<file path="src/sv/spq_pkg.sv">
// Shared types, codes and constants for the sorted priority queue.
`timescale 1ns / 1ps
`default_nettype none

package spq_pkg;

	localparam int KEY_W     = 32;
	localparam int DEPTH_DEF = 16;
	localparam int TAG_W_DEF = 16;
	localparam int REQ_W     = 2;
	localparam int STS_W     = 2;

	// request codes
	localparam logic [REQ_W-1:0] REQ_INSERT = 2'd0;
	localparam logic [REQ_W-1:0] REQ_REMOVE = 2'd1;
	localparam logic [REQ_W-1:0] REQ_CLEAR  = 2'd2;

	// status codes
	localparam logic [STS_W-1:0] STS_OK    = 2'd0;
	localparam logic [STS_W-1:0] STS_FULL  = 2'd1;
	localparam logic [STS_W-1:0] STS_EMPTY = 2'd2;

	typedef enum logic [2:0] {
		CTL_IDLE,
		CTL_INS_CHK,
		CTL_INS_CMP,
		CTL_REM,
		CTL_RESP
	} ctl_state_t;

	// controller to datapath commands
	typedef struct packed {
		logic             cap;      // latch request word, start insert position at tail
		logic             rd_ins;   // read entry just ahead of insert position
		logic             shift_wr; // move read entry back one slot
		logic             put_wr;   // write new entry at insert position
		logic             rd_front; // read front entry
		logic             pop;      // drop front entry, report it
		logic             clr;      // empty the queue
		logic             resp;     // load result registers
		logic [STS_W-1:0] status;
	} spq_cmd_t;

	// datapath to controller status
	typedef struct packed {
		logic empty;
		logic full;
		logic pos_zero;
		logic rd_gt;
	} spq_stat_t;

endpackage

`default_nettype wire

</file>
<file path="src/sv/spq_ctrl.sv">
// Controller state machine of the sorted priority queue.
`timescale 1ns / 1ps
`default_nettype none

module spq_ctrl
	import spq_pkg::*;
(
	input  wire logic             clk,
	input  wire logic             arst_n,
	input  wire logic             req_valid,
	output logic                  req_stall,
	input  wire logic [REQ_W-1:0] req_type,
	output logic                  rsp_valid,
	input  wire logic             rsp_stall,
	output spq_cmd_t              cmd,
	input  wire spq_stat_t        stat
);

	ctl_state_t state_q, state_d;

	// state register
	always_ff @(posedge clk or negedge arst_n) begin
		if (!arst_n) begin
			state_q <= CTL_IDLE;
		end else begin
			state_q <= state_d;
		end
	end

	// next state and commands
	always_comb begin
		state_d   = state_q;
		cmd       = '0;
		cmd.status = STS_OK;
		req_stall = (state_q != CTL_IDLE);
		rsp_valid = (state_q == CTL_RESP);
		case (state_q)
			CTL_IDLE: begin
				if (req_valid) begin
					cmd.cap = 1'b1;
					case (req_type)
						REQ_INSERT: begin
							if (stat.full) begin
								cmd.resp   = 1'b1;
								cmd.status = STS_FULL;
								state_d    = CTL_RESP;
							end else begin
								state_d = CTL_INS_CHK;
							end
						end
						REQ_REMOVE: begin
							if (stat.empty) begin
								cmd.resp   = 1'b1;
								cmd.status = STS_EMPTY;
								state_d    = CTL_RESP;
							end else begin
								cmd.rd_front = 1'b1;
								state_d      = CTL_REM;
							end
						end
						REQ_CLEAR: begin
							cmd.clr  = 1'b1;
							cmd.resp = 1'b1;
							state_d  = CTL_RESP;
						end
						default: begin
							// unused code: no change, plain ok result
							cmd.resp = 1'b1;
							state_d  = CTL_RESP;
						end
					endcase
				end
			end
			CTL_INS_CHK: begin
				if (stat.pos_zero) begin
					cmd.put_wr = 1'b1;
					cmd.resp   = 1'b1;
					state_d    = CTL_RESP;
				end else begin
					cmd.rd_ins = 1'b1;
					state_d    = CTL_INS_CMP;
				end
			end
			CTL_INS_CMP: begin
				// larger key ahead moves back; equal keys stay ahead
				if (stat.rd_gt) begin
					cmd.shift_wr = 1'b1;
					state_d      = CTL_INS_CHK;
				end else begin
					cmd.put_wr = 1'b1;
					cmd.resp   = 1'b1;
					state_d    = CTL_RESP;
				end
			end
			CTL_REM: begin
				cmd.pop  = 1'b1;
				cmd.resp = 1'b1;
				state_d  = CTL_RESP;
			end
			CTL_RESP: begin
				if (!rsp_stall) begin
					state_d = CTL_IDLE;
				end
			end
			default: begin
				state_d = CTL_IDLE;
			end
		endcase
	end

endmodule

`default_nettype wire

</file>
<file path="src/sv/spq_dpath.sv">
// Datapath of the sorted priority queue: entry memory, pointers and result registers.
`timescale 1ns / 1ps
`default_nettype none

module spq_dpath
	import spq_pkg::*;
#(
	parameter int DEPTH     = DEPTH_DEF,
	parameter int TAG_WIDTH = TAG_W_DEF,
	parameter int AW        = $clog2(DEPTH),
	parameter int CW        = $clog2(DEPTH + 1)
) (
	input  wire logic                 clk,
	input  wire logic                 arst_n,
	input  wire logic [KEY_W-1:0]     key,
	input  wire logic [TAG_WIDTH-1:0] payload_tag,
	input  wire spq_cmd_t             cmd,
	output spq_stat_t                 stat,
	output logic                      removed_valid,
	output logic [KEY_W-1:0]          removed_key,
	output logic [TAG_WIDTH-1:0]      removed_tag,
	output logic [CW-1:0]             occupancy,
	output logic                      is_empty,
	output logic [STS_W-1:0]          status
);

	localparam logic [AW:0]   DEPTH_X  = (AW + 1)'(DEPTH);
	localparam logic [AW-1:0] LAST_IDX = AW'(DEPTH - 1);
	localparam logic [CW-1:0] FULL_CNT = CW'(DEPTH);

	// entry memory, circular with front at head_q
	logic [KEY_W-1:0]     key_mem [DEPTH];
	logic [TAG_WIDTH-1:0] tag_mem [DEPTH];

	logic [AW-1:0]        head_q, head_d;
	logic [CW-1:0]        count_q, count_d;
	logic [AW-1:0]        pos_q;
	logic [KEY_W-1:0]     key_q;
	logic [TAG_WIDTH-1:0] tag_q;
	logic [KEY_W-1:0]     rd_key_q;
	logic [TAG_WIDTH-1:0] rd_tag_q;

	logic [AW-1:0]        wr_addr, rd_addr, ins_rd_addr;
	logic                 wr_en, rd_en;
	logic [KEY_W-1:0]     wr_key;
	logic [TAG_WIDTH-1:0] wr_tag;

	// logical slot to physical address, sum stays below twice the depth
	function automatic logic [AW-1:0] phys(input logic [AW-1:0] base,
		input logic [AW-1:0] off);
		logic [AW:0] sum;
		sum = {1'b0, base} + {1'b0, off};
		if (sum >= DEPTH_X) begin
			sum = sum - DEPTH_X;
		end
		return sum[AW-1:0];
	endfunction

	assign stat.empty    = (count_q == '0);
	assign stat.full     = (count_q == FULL_CNT);
	assign stat.pos_zero = (pos_q == '0);
	assign stat.rd_gt    = (rd_key_q > key_q);

	// memory port selection
	assign ins_rd_addr = phys(head_q, pos_q - AW'(1));
	assign rd_en       = cmd.rd_ins | cmd.rd_front;
	assign rd_addr     = cmd.rd_front ? head_q : ins_rd_addr;
	assign wr_en       = cmd.shift_wr | cmd.put_wr;
	assign wr_addr     = phys(head_q, pos_q);
	assign wr_key      = cmd.shift_wr ? rd_key_q : key_q;
	assign wr_tag      = cmd.shift_wr ? rd_tag_q : tag_q;

	always_ff @(posedge clk) begin
		if (wr_en) begin
			key_mem[wr_addr] <= wr_key;
			tag_mem[wr_addr] <= wr_tag;
		end
		if (rd_en) begin
			rd_key_q <= key_mem[rd_addr];
			rd_tag_q <= tag_mem[rd_addr];
		end
	end

	// next count and head
	always_comb begin
		count_d = count_q;
		head_d  = head_q;
		if (cmd.clr) begin
			count_d = '0;
		end else if (cmd.put_wr) begin
			count_d = count_q + CW'(1);
		end else if (cmd.pop) begin
			count_d = count_q - CW'(1);
			head_d  = (head_q == LAST_IDX) ? '0 : head_q + AW'(1);
		end
	end

	always_ff @(posedge clk or negedge arst_n) begin
		if (!arst_n) begin
			count_q <= '0;
			head_q  <= '0;
		end else begin
			count_q <= count_d;
			head_q  <= head_d;
		end
	end

	// request word and insert position
	always_ff @(posedge clk) begin
		if (cmd.cap) begin
			key_q <= key;
			tag_q <= payload_tag;
			pos_q <= count_q[AW-1:0];
		end else if (cmd.shift_wr) begin
			pos_q <= pos_q - AW'(1);
		end
	end

	// result registers, held while the word waits
	always_ff @(posedge clk) begin
		if (cmd.resp) begin
			removed_valid <= cmd.pop;
			removed_key   <= cmd.pop ? rd_key_q : '0;
			removed_tag   <= cmd.pop ? rd_tag_q : '0;
			occupancy     <= count_d;
			is_empty      <= (count_d == '0);
			status        <= cmd.status;
		end
	end

endmodule

`default_nettype wire

</file>
<file path="src/sv/sorted_priority_queue.sv">
// Top level of the sorted priority queue: controller plus datapath.
// Usage:
//   Request channel (req_valid/req_stall) carries req_type, key and payload_tag.
//   req_type: insert, remove front, clear; the unused code leaves the queue as is.
//   Result channel (rsp_valid/rsp_stall) gives one word per request: removed
//   entry (zero if none), occupancy, is_empty and status.
//   Entries leave smallest key first; equal keys leave in arrival order.
// Sequence (request accepted to result valid):
//   insert: each stored entry with a larger key is moved one slot back through the
//     entry memory (read, then compare and write) before the new entry is written;
//     when every stored key is larger, as in an empty queue, no final compare is made.
//   insert when full, clear, unused code, remove when empty: result loaded on acceptance.
//   remove: front read from a circular buffer, then dropped; no shifting.
//   One request is in work at a time; req_stall stays high from acceptance
//   until the result word is taken, so the next request is taken in the cycle after that.
// Reset: arst_n empties the queue at once; no clearing pass is needed.
// Receiver stall: the result word holds steady while rsp_stall is high, and
//   req_stall stays high meanwhile.
`timescale 1ns / 1ps
`default_nettype none

module sorted_priority_queue
	import spq_pkg::*;
#(
	parameter int DEPTH     = DEPTH_DEF,
	parameter int TAG_WIDTH = TAG_W_DEF
) (
	input  wire logic                          clk,
	input  wire logic                          arst_n,
	input  wire logic                          req_valid,
	output logic                               req_stall,
	input  wire logic [REQ_W-1:0]              req_type,
	input  wire logic [KEY_W-1:0]              key,
	input  wire logic [TAG_WIDTH-1:0]          payload_tag,
	output logic                               rsp_valid,
	input  wire logic                          rsp_stall,
	output logic                               removed_valid,
	output logic [KEY_W-1:0]                   removed_key,
	output logic [TAG_WIDTH-1:0]               removed_tag,
	output logic [$clog2(DEPTH + 1)-1:0]       occupancy,
	output logic                               is_empty,
	output logic [STS_W-1:0]                   status
);

	spq_cmd_t  cmd;
	spq_stat_t stat;

	spq_ctrl u_ctrl (
		.clk       (clk),
		.arst_n    (arst_n),
		.req_valid (req_valid),
		.req_stall (req_stall),
		.req_type  (req_type),
		.rsp_valid (rsp_valid),
		.rsp_stall (rsp_stall),
		.cmd       (cmd),
		.stat      (stat)
	);

	spq_dpath #(
		.DEPTH     (DEPTH),
		.TAG_WIDTH (TAG_WIDTH),
		.AW        ($clog2(DEPTH)),
		.CW        ($clog2(DEPTH + 1))
	) u_dpath (
		.clk           (clk),
		.arst_n        (arst_n),
		.key           (key),
		.payload_tag   (payload_tag),
		.cmd           (cmd),
		.stat          (stat),
		.removed_valid (removed_valid),
		.removed_key   (removed_key),
		.removed_tag   (removed_tag),
		.occupancy     (occupancy),
		.is_empty      (is_empty),
		.status        (status)
	);

endmodule

`default_nettype wire

</file>
<file path="config.mk">
export PLATFORM = sky130hd
export DESIGN_NAME = sorted_priority_queue
export DESIGN_NICKNAME = d
export VERILOG_FILES = /design/src/sv/spq_pkg.sv /design/src/sv/spq_ctrl.sv /design/src/sv/spq_dpath.sv /design/src/sv/sorted_priority_queue.sv
export SDC_FILE = /design/constraint.sdc
export NUM_CORES = 1
export LEC_CHECK = 0
export ABC_CLOCK_PERIOD_IN_PS = 7400
export BUFFER_PORTS_ARGS = -buffer_cell sky130_fd_sc_hd__buf_2
export CAP_MARGIN = 10
export CORE_MARGIN = 10
export CORE_UTILIZATION = 62
export DETAILED_ROUTE_END_ITERATION = 8
export PLACE_DENSITY = 0.9
export SLEW_MARGIN = 10
export SYNTH_ARGS = -nofsm -noshare
export SYNTH_HDL_FRONTEND = slang
export SYNTH_SLANG_ARGS = --single-unit
</file>
<file path="constraint.sdc">
create_clock -name clk -period 7.4 [get_ports clk]
set_input_delay 0.37 -clock clk [delete_from_list [all_inputs] [get_ports clk]]
set_output_delay 0.37 -clock clk [all_outputs]
set_load 0.05 [all_outputs]
</file>
==> metrics.md, run 1 <==
| Metric | Value |
|---|---|
| Crit start category | `flip-flop` |
| Total Neg Setup Slack | `0 ns` |
| Avg WL per Cell | `36.1 um` |
| Total Routed Length | `100,000 um` |
| Main synth FF type | `edfxtp_1` |
| Initial core utilization | `62.9%` |
| Netlist cell types | `57` |
| Num rows | `88` |
| Post-CTS setup repair buffer count | `0` |
| Crit path required time | `7.74 ns` |
| Worst slew margin | `16.8%` |
| Routability cong. | `0.837` |
| Sink Count | `around 940` |
| Final HPWL DP | `45,000 um` |
| First-pass GRT wire length | `145,000 um` |
| RSZ-0062 raised after global routing | `false` |
| All-Layer GR Usage | `28.9%` |
| Status | `completed` |
| Vias per cell | `7.22` |
| Seq/Total Area, Yosys | `between 70% and 80%` |
| Overflow after GRT | `0` |
| Initial drt markers | `approximately 3,300` |
| Synth Warn # | `0` |
| Pwr Density | `514 nW/um^2` |
| Hold Path Cell Cnt | `2` |
| Post-synth ARST share | `1.28%` |
| Most common cell after layout, fill and taps aside | `edfxtp_1` |
| Slew @ Worst Pin | `1.25 ns` |
| Fin. max-slew vios | `0` |
| Die W | `about 260 um` |
| Post-synth EDFFs | `925` |
| Max Clk Rate | `217 MHz` |
| Worst-path fanout max | `34` |
| Die height | `263 um` |
| Met1 Track Usage GR | `36.1%` |
| Instance count of the mapped netlist | `1,740` |
| Share of layout cells above drive strength 1 | `26.9%` |
| # DRC | `0` |
| Most frequent cells in the layout | `edfxtp_1, mux4_2, buf_2` |
| Post-CTS Hold Buffers | `50` |
| Ports | `between 100 and 150` |
| Critical Path Slowest Stage Cell | `nor4_1` |
| Layout Cells excl Fill | `2,775` |
| Met3 GRT Util | `roughly 7.8%` |
| Bufs on Longest Clock Path | `3` |
| Lkg Pwr | `~14 nW` |
| Worst min path class | `in -> reg` |
| Met2 Use GR | `45.8%` |
| Drt pass-1 iters | `7` |
| Number of global-route vias before repair | `20,700` |
| Pin count of the biggest net entering global routing | `161` |
| Final Critical Period | `approximately 4.6 ns` |
| Endpoints failing hold | `0` |
| Mapped cell area | `about 37,000 um^2` |
| Clk root buf | `clkbuf_16` |
| Initial antenna violation count | `1` |
| Cts bufs inserted | `87` |
| Placed Instances | `2,566` |
| Final ANT Viol Nets | `0` |
| Worst Setup End Kind | `flip-flop` |
| Core Box Area | `58,000 um^2` |
| Filler instances | `3,019` |
| Reg2reg path depth | `8` |
| CP arrival | `about 5.0 ns` |
| Worst-skew pair later-pin latency | `0.66 ns` |
| Fin crit share | `62.4%` |
| Layout Nets | `2,038` |
| DP Area | `38,000 um^2` |
| Yosys reg bits | `937` |
| Setup Viol. Count Final | `0` |
| WS Path Type | `reg -> reg` |
| Clock-pin slew on the worst setup and hold paths | `0.07 ns` |
| Cts repair resizes | `0` |
| Crit-path max cell delay | `0.90 ns` |
| CP Cell Sequence | `ha_1, nand4_1, nor4_1, and2_1, a21oi_1, nand2_2, buf_4, mux2_2` |
| Via count | `20,000` |
| Gr busiest metal | `met2` |
| Final instance area | `41,300 um^2` |
| H-tree levels | `3` |
| Die Area | `just under 70,000 um^2` |
| # port buffers | `112` |
| Max Cap Violations | `0` |
| CTS tree | `done` |
| Avg Cell Area, Syn | `about 21 um^2` |
| Syn Nets | `1,838` |
| Worst Skew | `0.0370 ns` |
| Maximum VDD drop | `1170 uV` |
| Synthesis-to-layout area growth | `13.2%` |
## final cells by class
cell class | instances | area [um^2] | area share [%]
clock buffers | 105 | 2360 | 5.71
multi-input cells | 676 | 7980 | 19.3
inverters | 45 | 169 | 0.409
flip-flops and latches | 937 | 28100 | 67.9
clock inverters | 53 | 448 | 1.08
diodes | 1 | 2.50 | 0.00605
repair buffers | 193 | 1330 | 3.22
well taps | 765 | 957 | 2.32
## power breakdown
| part | leakage, nW | switching, W | internal (W) |
|---|---|---|---|
| clock | 1.37 | 0.00198 | 0.00252 |
| sequential | 8.54 | 0.000378 | 0.00725 |
| combinational | 3.94 | 0.00567 | 0.00345 |
| total | 13.9 | 0.00803 | 0.0132 |
## worst max-delay path: cells and delay by family (launching register included)
family,cells,cell delay [ns]
muxes,1,0.56
adders and majority gates,1,0.37
buffers and inverters,1,0.72
and+or+nand+nor,4,2.07
DFF,1,0.47
AOI/OAI and AO/OA,1,0.09
## worst paths after layout
check / startpoint / end / slack, ns
min: req_type[1] / u_dpath.status[0] / 0.06
max reg2reg: u_dpath.rd_key_q[30] / u_dpath.key_mem[8][14] / 2.78
min in group asynchronous: arst_n / u_ctrl.state_q[1] / 0.14
min reg2reg: u_dpath.rd_key_q[11] / u_dpath.removed_key[11] / 0.64
max in group asynchronous: arst_n / u_ctrl.state_q[0] / 7.01
max: u_dpath.rd_key_q[30] / u_dpath.key_mem[8][14] / 2.78
## logic make-up after synthesis
kind of cell | Yosys count | share of synthesized area (%)
buf+inv | 127 | 1.78
fa+ha+maj | 44 | 1.55
flops | 937 | 76.9
compound gates | 166 | 3.18
simple gates | 209 | 2.86
xor+xnor | 15 | 0.360
mux | 242 | 13.4
## routing by layer
| layer | part of all wire [%] | routed length [um] | vias to the layer above |
|---|---|---|---|
| li1 | - | - | 7578 |
| met1 | 32 | 32400 | 10000 |
| met2 | 49 | 48900 | 2021 |
| met3 | 13 | 12900 | 392 |
| met4 | 5.8 | 5840 | 0 |
| met5 | 0 | 0 | - |
## registers in the layout, indices dropped and copies added, names as in the netlist, 5 cells and up
register             count
u_dpath.removed_key     32
u_dpath.occupancy        5
u_dpath.removed_tag     16
u_dpath.count_q          5
u_dpath.tag_q           16
u_dpath.key_q           32
u_dpath.rd_key_q        32
u_dpath.tag_mem        256
u_dpath.rd_tag_q        16
u_dpath.key_mem        512
## metrics by stage
stage	total power, W	utilization [%]	hold WS (ns)	worst slack [ns]
6_report	0.0212	71.2	0.0559	2.78
5_1_grt	0.0219	71.2	0.0472	2.58
4_1_cts	0.0211	71.2	0.0333	2.90
3_5_place_dp	0.0162	65.5	0.266	2.99
3_3_place_gp	0.0158	65.5	0.259	3.09
2_1_floorplan	0.0140	-	0.0744	1.45
## Yosys cell counts, types with 2 or more instances
library cell,instances,area [um^2]
buf_6,17,191
o21ai_0,10,50.1
xnor2_1,8,70.1
buf_2,26,130
nand2_1,73,274
mux2i_1,2,20.0
nand2b_1,4,25.0
inv_1,43,161
buf_4,3,22.5
and2_1,5,31.3
nor4_1,4,25.0
and3_1,49,307
nor3_1,5,25.0
o31ai_1,2,15.0
a21oi_1,27,135
o22ai_1,3,18.8
o21a_1,2,15.0
a21o_1,7,52.6
nor3b_1,3,22.5
dfrtp_1,12,300
a311oi_1,2,17.5
nor2_1,40,150
clkbuf_1,28,105
xor2_1,7,61.3
nand4_1,10,62.6
a22oi_1,97,728
nor2b_1,4,25.0
edfxtp_1,925,27800
a31oi_1,3,18.8
fa_1,2,40.0
ha_1,42,526
mux2_2,47,529
nor2_4,2,22.5
mux4_2,192,4320
nand3_1,3,15.0
o211ai_1,4,30.0
buf_1,7,26.3
No activity file was read; power rests on OpenSTA's default activity.
==> inputs of run 2 (changes only) <==
--- a/config.mk
+++ b/config.mk
@@ -5,13 +5,14 @@
 export SDC_FILE = /design/constraint.sdc
 export NUM_CORES = 1
 export LEC_CHECK = 0
-export ABC_CLOCK_PERIOD_IN_PS = 7400
+export ABC_AREA = 1
+export ABC_CLOCK_PERIOD_IN_PS = 4100
 export BUFFER_PORTS_ARGS = -buffer_cell sky130_fd_sc_hd__buf_2
 export CAP_MARGIN = 10
 export CORE_MARGIN = 10
-export CORE_UTILIZATION = 62
+export CORE_UTILIZATION = 56
 export DETAILED_ROUTE_END_ITERATION = 8
-export PLACE_DENSITY = 0.9
+export PLACE_DENSITY = 0.87
 export SLEW_MARGIN = 10
 export SYNTH_ARGS = -nofsm -noshare
 export SYNTH_HDL_FRONTEND = slang
==> constraint.sdc (replaced) <==
create_clock -name clk -period 4.1 [get_ports clk]
set_input_delay 0.205 -clock clk [delete_from_list [all_inputs] [get_ports clk]]
set_output_delay 0.205 -clock clk [all_outputs]
set_load 0.05 [all_outputs]
==> metrics.md, run 2 <==
| Metric | Value |
|---|---|
| Die Area | `79,300 um^2 (+15%)` |
| Sink Count | `937 (unchanged)` |
| Clock-pin slew on the worst setup and hold paths | `0.06 ns (about the same)` |
| Clk root buf | `clkbuf_16` |
| Seq/Total Area, Yosys | `73.3% (-3.6 points)` |
| Worst min path class | `in -> reg` |
| Initial antenna violation count | `0 (-1)` |
| Initial core utilization | `56.8% (-6.2 points)` |
| RSZ-0062 raised after global routing | `false` |
| Overflow after GRT | `0 (unchanged)` |
| Largest area contributor in the netlist | `edfxtp_1` |
| Slew @ Worst Pin | `1.27 ns (+0.0178 ns)` |
| Netlist cell types | `35 (-39%)` |
| Bufs on Longest Clock Path | `3 (unchanged)` |
| Ports | `113 (unchanged)` |
| Max Clk Rate | `258 MHz (+19%)` |
| H-tree levels | `3 (unchanged)` |
| Reg2reg path depth | `15 (+7)` |
| Routability cong. | `0.818 (-2.3%)` |
| Worst Skew | `0.0298 ns (-0.00718 ns)` |
| Top-area cell type share of the netlist area | `72.5% (-3.6 points)` |
| Total Neg Setup Slack | `0 ns (unchanged)` |
| Post-synth top cells | `edfxtp_1, o21ai_0, nand3_1` |
| Synthesis-to-layout area growth | `15.1%` |
| All-Layer GR Usage | `25.5% (-3.4 points)` |
| Area of the multi-input gates | `8490 um^2 (+6.3%)` |
| Instance count of the mapped netlist | `2,923 (+68%)` |
| Endpoints failing hold | `0 (unchanged)` |
| Core Box Area | `67,500 um^2 (+16%)` |
| Cts bufs inserted | `92 (+5.7%)` |
| Antenna diodes | `0 (-1)` |
| Total Routed Length | `102,000 um (+1.6%)` |
| Die W | `282 um (+7.2%)` |
| Count leader, synth | `edfxtp_1` |
| Reg2Reg Setup Slack | `0.23 ns (-2.56 ns)` |
| Main synth FF type | `edfxtp_1` |
| Worst r2r dst | `u_ctrl.state_q[0]` |
| Final ANT Viol Nets | `0 (unchanged)` |
| Drt pass-1 iters | `8 (+1)` |
| Post-synth ARST share | `1.28% (unchanged)` |
| WS Path Type | `reg -> reg` |
| Most frequent cells in the layout | `edfxtp_1, o21ai_0, nand3_1` |
| Hold Path Cell Cnt | `2 (unchanged)` |
| Max Cap Violations | `0 (unchanged)` |
| Vias per cell | `6.31 (-13%)` |
| CTS tree | `done` |
| Top flop regs | `u_dpath.key_mem: 512 flops, u_dpath.tag_mem: 256 flops` |
| Number of global-route vias before repair | `25,800 (+24%)` |
| Largest Register | `u_dpath.key_mem` |
| Worst slew margin | `15.5% (-1.3 points)` |
| Yosys reg bits | `937 (unchanged)` |
| # port buffers | `112 (unchanged)` |
| Status | `completed` |
| Layout Nets | `3,224 (+58%)` |
| Fin. max-slew vios | `0 (unchanged)` |
| Mapped cell area | `38,300 um^2 (+4.9%)` |
| # DRC | `0 (unchanged)` |
| CP arrival | `4.41 ns (-0.55 ns)` |
| Crit path required time | `4.63 ns (-3.11 ns)` |
| Final HPWL DP | `53,200 um (+18%)` |
| Die height | `282 um (+7.2%)` |
| Filler instances | `4,269 (+41%)` |
| Share of layout cells above drive strength 1 | `17.0% (-9.9 points)` |
| Initial drt markers | `4,048 (+23%)` |
| Avg WL per Cell | `25.0 um (-31%)` |
| Worst-skew pair later-pin latency | `0.66 ns (about the same)` |
| RR Startpoint | `u_dpath.rd_key_q[5]` |
| Syn Nets | `3,021 (+64%)` |
| Num rows | `95 (+8.0%)` |
| Most common cell after layout, fill and taps aside | `edfxtp_1` |
| Min-Delay Endpoint | `u_dpath.key_q[0]` |
| Dominant cells by area after synthesis | `edfxtp_1, o21ai_0, nand3_1` |
| Number of flip-flops in the largest register | `512 (unchanged)` |
| Setup Viol. Count Final | `0 (unchanged)` |
| Avg Cell Area, Syn | `13.1 um^2 (-38%)` |
| Via count | `25,700 (+28%)` |
| FF/Latch Area | `28,100 um^2 (about the same)` |
| First-pass GRT wire length | `154,000 um (+5.9%)` |
| Final Critical Period | `3.87 ns (-0.742 ns)` |
| Post-synth EDFFs | `925 (unchanged)` |
| Cts repair resizes | `0 (unchanged)` |
| Pin count of the biggest net entering global routing | `293 (+82%)` |
| Synth Warn # | `0 (unchanged)` |
| Worst Setup End Kind | `flip-flop` |
| Hold_sp | `key[0]` |
| Crit start category | `flip-flop` |
| Worst-path fanout max | `57 (+68%)` |
| Fin crit share | `94.5% (+32 points)` |
==> run 2: area by class of cell <==
cell class	instances	share of cell area [%]
repair buffers	282	5.16
well taps	873	2.48
inverters	317	2.73
multi-input cells	1496	19.2
flip-flops and latches	937	63.7
clock buffers	105	5.38
clock inverters	60	1.32
==> run 2: worst max-delay path by stage <==
| stage | startpoint | endpoint | slack (ns) |
|---|---|---|---|
| 3_5_place_dp | u_dpath.rd_key_q[31] | u_dpath.key_mem[10][27] | 0.42 |
| 5_1_grt | u_dpath.count_q[0] | u_dpath.rd_key_q[7] | 0.003 |
| 3_3_place_gp | u_dpath.rd_key_q[31] | u_dpath.key_mem[6][28] | 0.54 |
| 6_report | u_dpath.rd_key_q[5] | u_ctrl.state_q[0] | 0.23 |
| 2_1_floorplan | u_dpath.rd_key_q[23] | u_dpath.key_mem[0][0] | -0.06 |
| 4_1_cts | u_dpath.rd_key_q[31] | u_ctrl.state_q[0] | 0.31 |
==> run 2: what timing repair did <==
item                                   CTS  global route
setup buffers                            0             0
endpoints found under the hold margin   64             0
hold buffers                            56             0
==> run 2: critical path, stage by stage (launching register included) <==
cell           delay, ns
edfxtp_1            0.41
ha_1                0.38
nand2_1             0.11
nor2_1              0.06
buf_4               0.16
nand2_1             0.07
nand2_1             0.18
nand2_1             0.11
nand2_1             0.07
nand2_1             0.08
nand2_1             0.12
nand3_4             0.09
buf_4               0.47
buf_4               0.68
a21oi_1             0.14
dlygate4sd3_1       0.59
==> run 2: routing by layer <==
metal / routed length (um) / vias up / GRT usage, %
met5: 0 / - / 0
met4: 4150 / 0 / 11.8
met3: 12100 / 348 / 5.03
met2: 50300 / 2055 / 42.3
met1: 35200 / 12300 / 32.1
li1: - / 11000 / -
==> run 2: metrics by stage <==
| step | util, % | instance area (um^2) | worst slack [ns] | std cells | hold slack [ns] |
|---|---|---|---|---|---|
| global route | 65.3 | 44100 | 0.00335 | 4070 | 0.252 |
| finish | 65.3 | 44100 | 0.225 | 4070 | 0.254 |
| floorplan | - | 38300 | -0.0639 | 2923 | -0.0906 |
| detailed placement | 60.1 | 40600 | 0.422 | 3849 | 0.123 |
| global placement | 60.1 | 40600 | 0.542 | 3849 | 0.116 |
| CTS | 65.3 | 44100 | 0.309 | 4070 | 0.225 |
==> run 2: kinds of logic after synthesis <==
family / after synthesis / share of synthesized area [%]
DFF: 937 / 73.3
and+or+nand+nor: 728 / 9.28
AOI/OAI and AO/OA: 711 / 10.6
buffers and inverters: 490 / 5.06
adders and majority gates: 44 / 1.48
xor gates and xnor gates: 13 / 0.297
Power of run 2 is not shown: default switching activity piles up to over one toggle a cycle in this logic, so the estimate is an artifact.
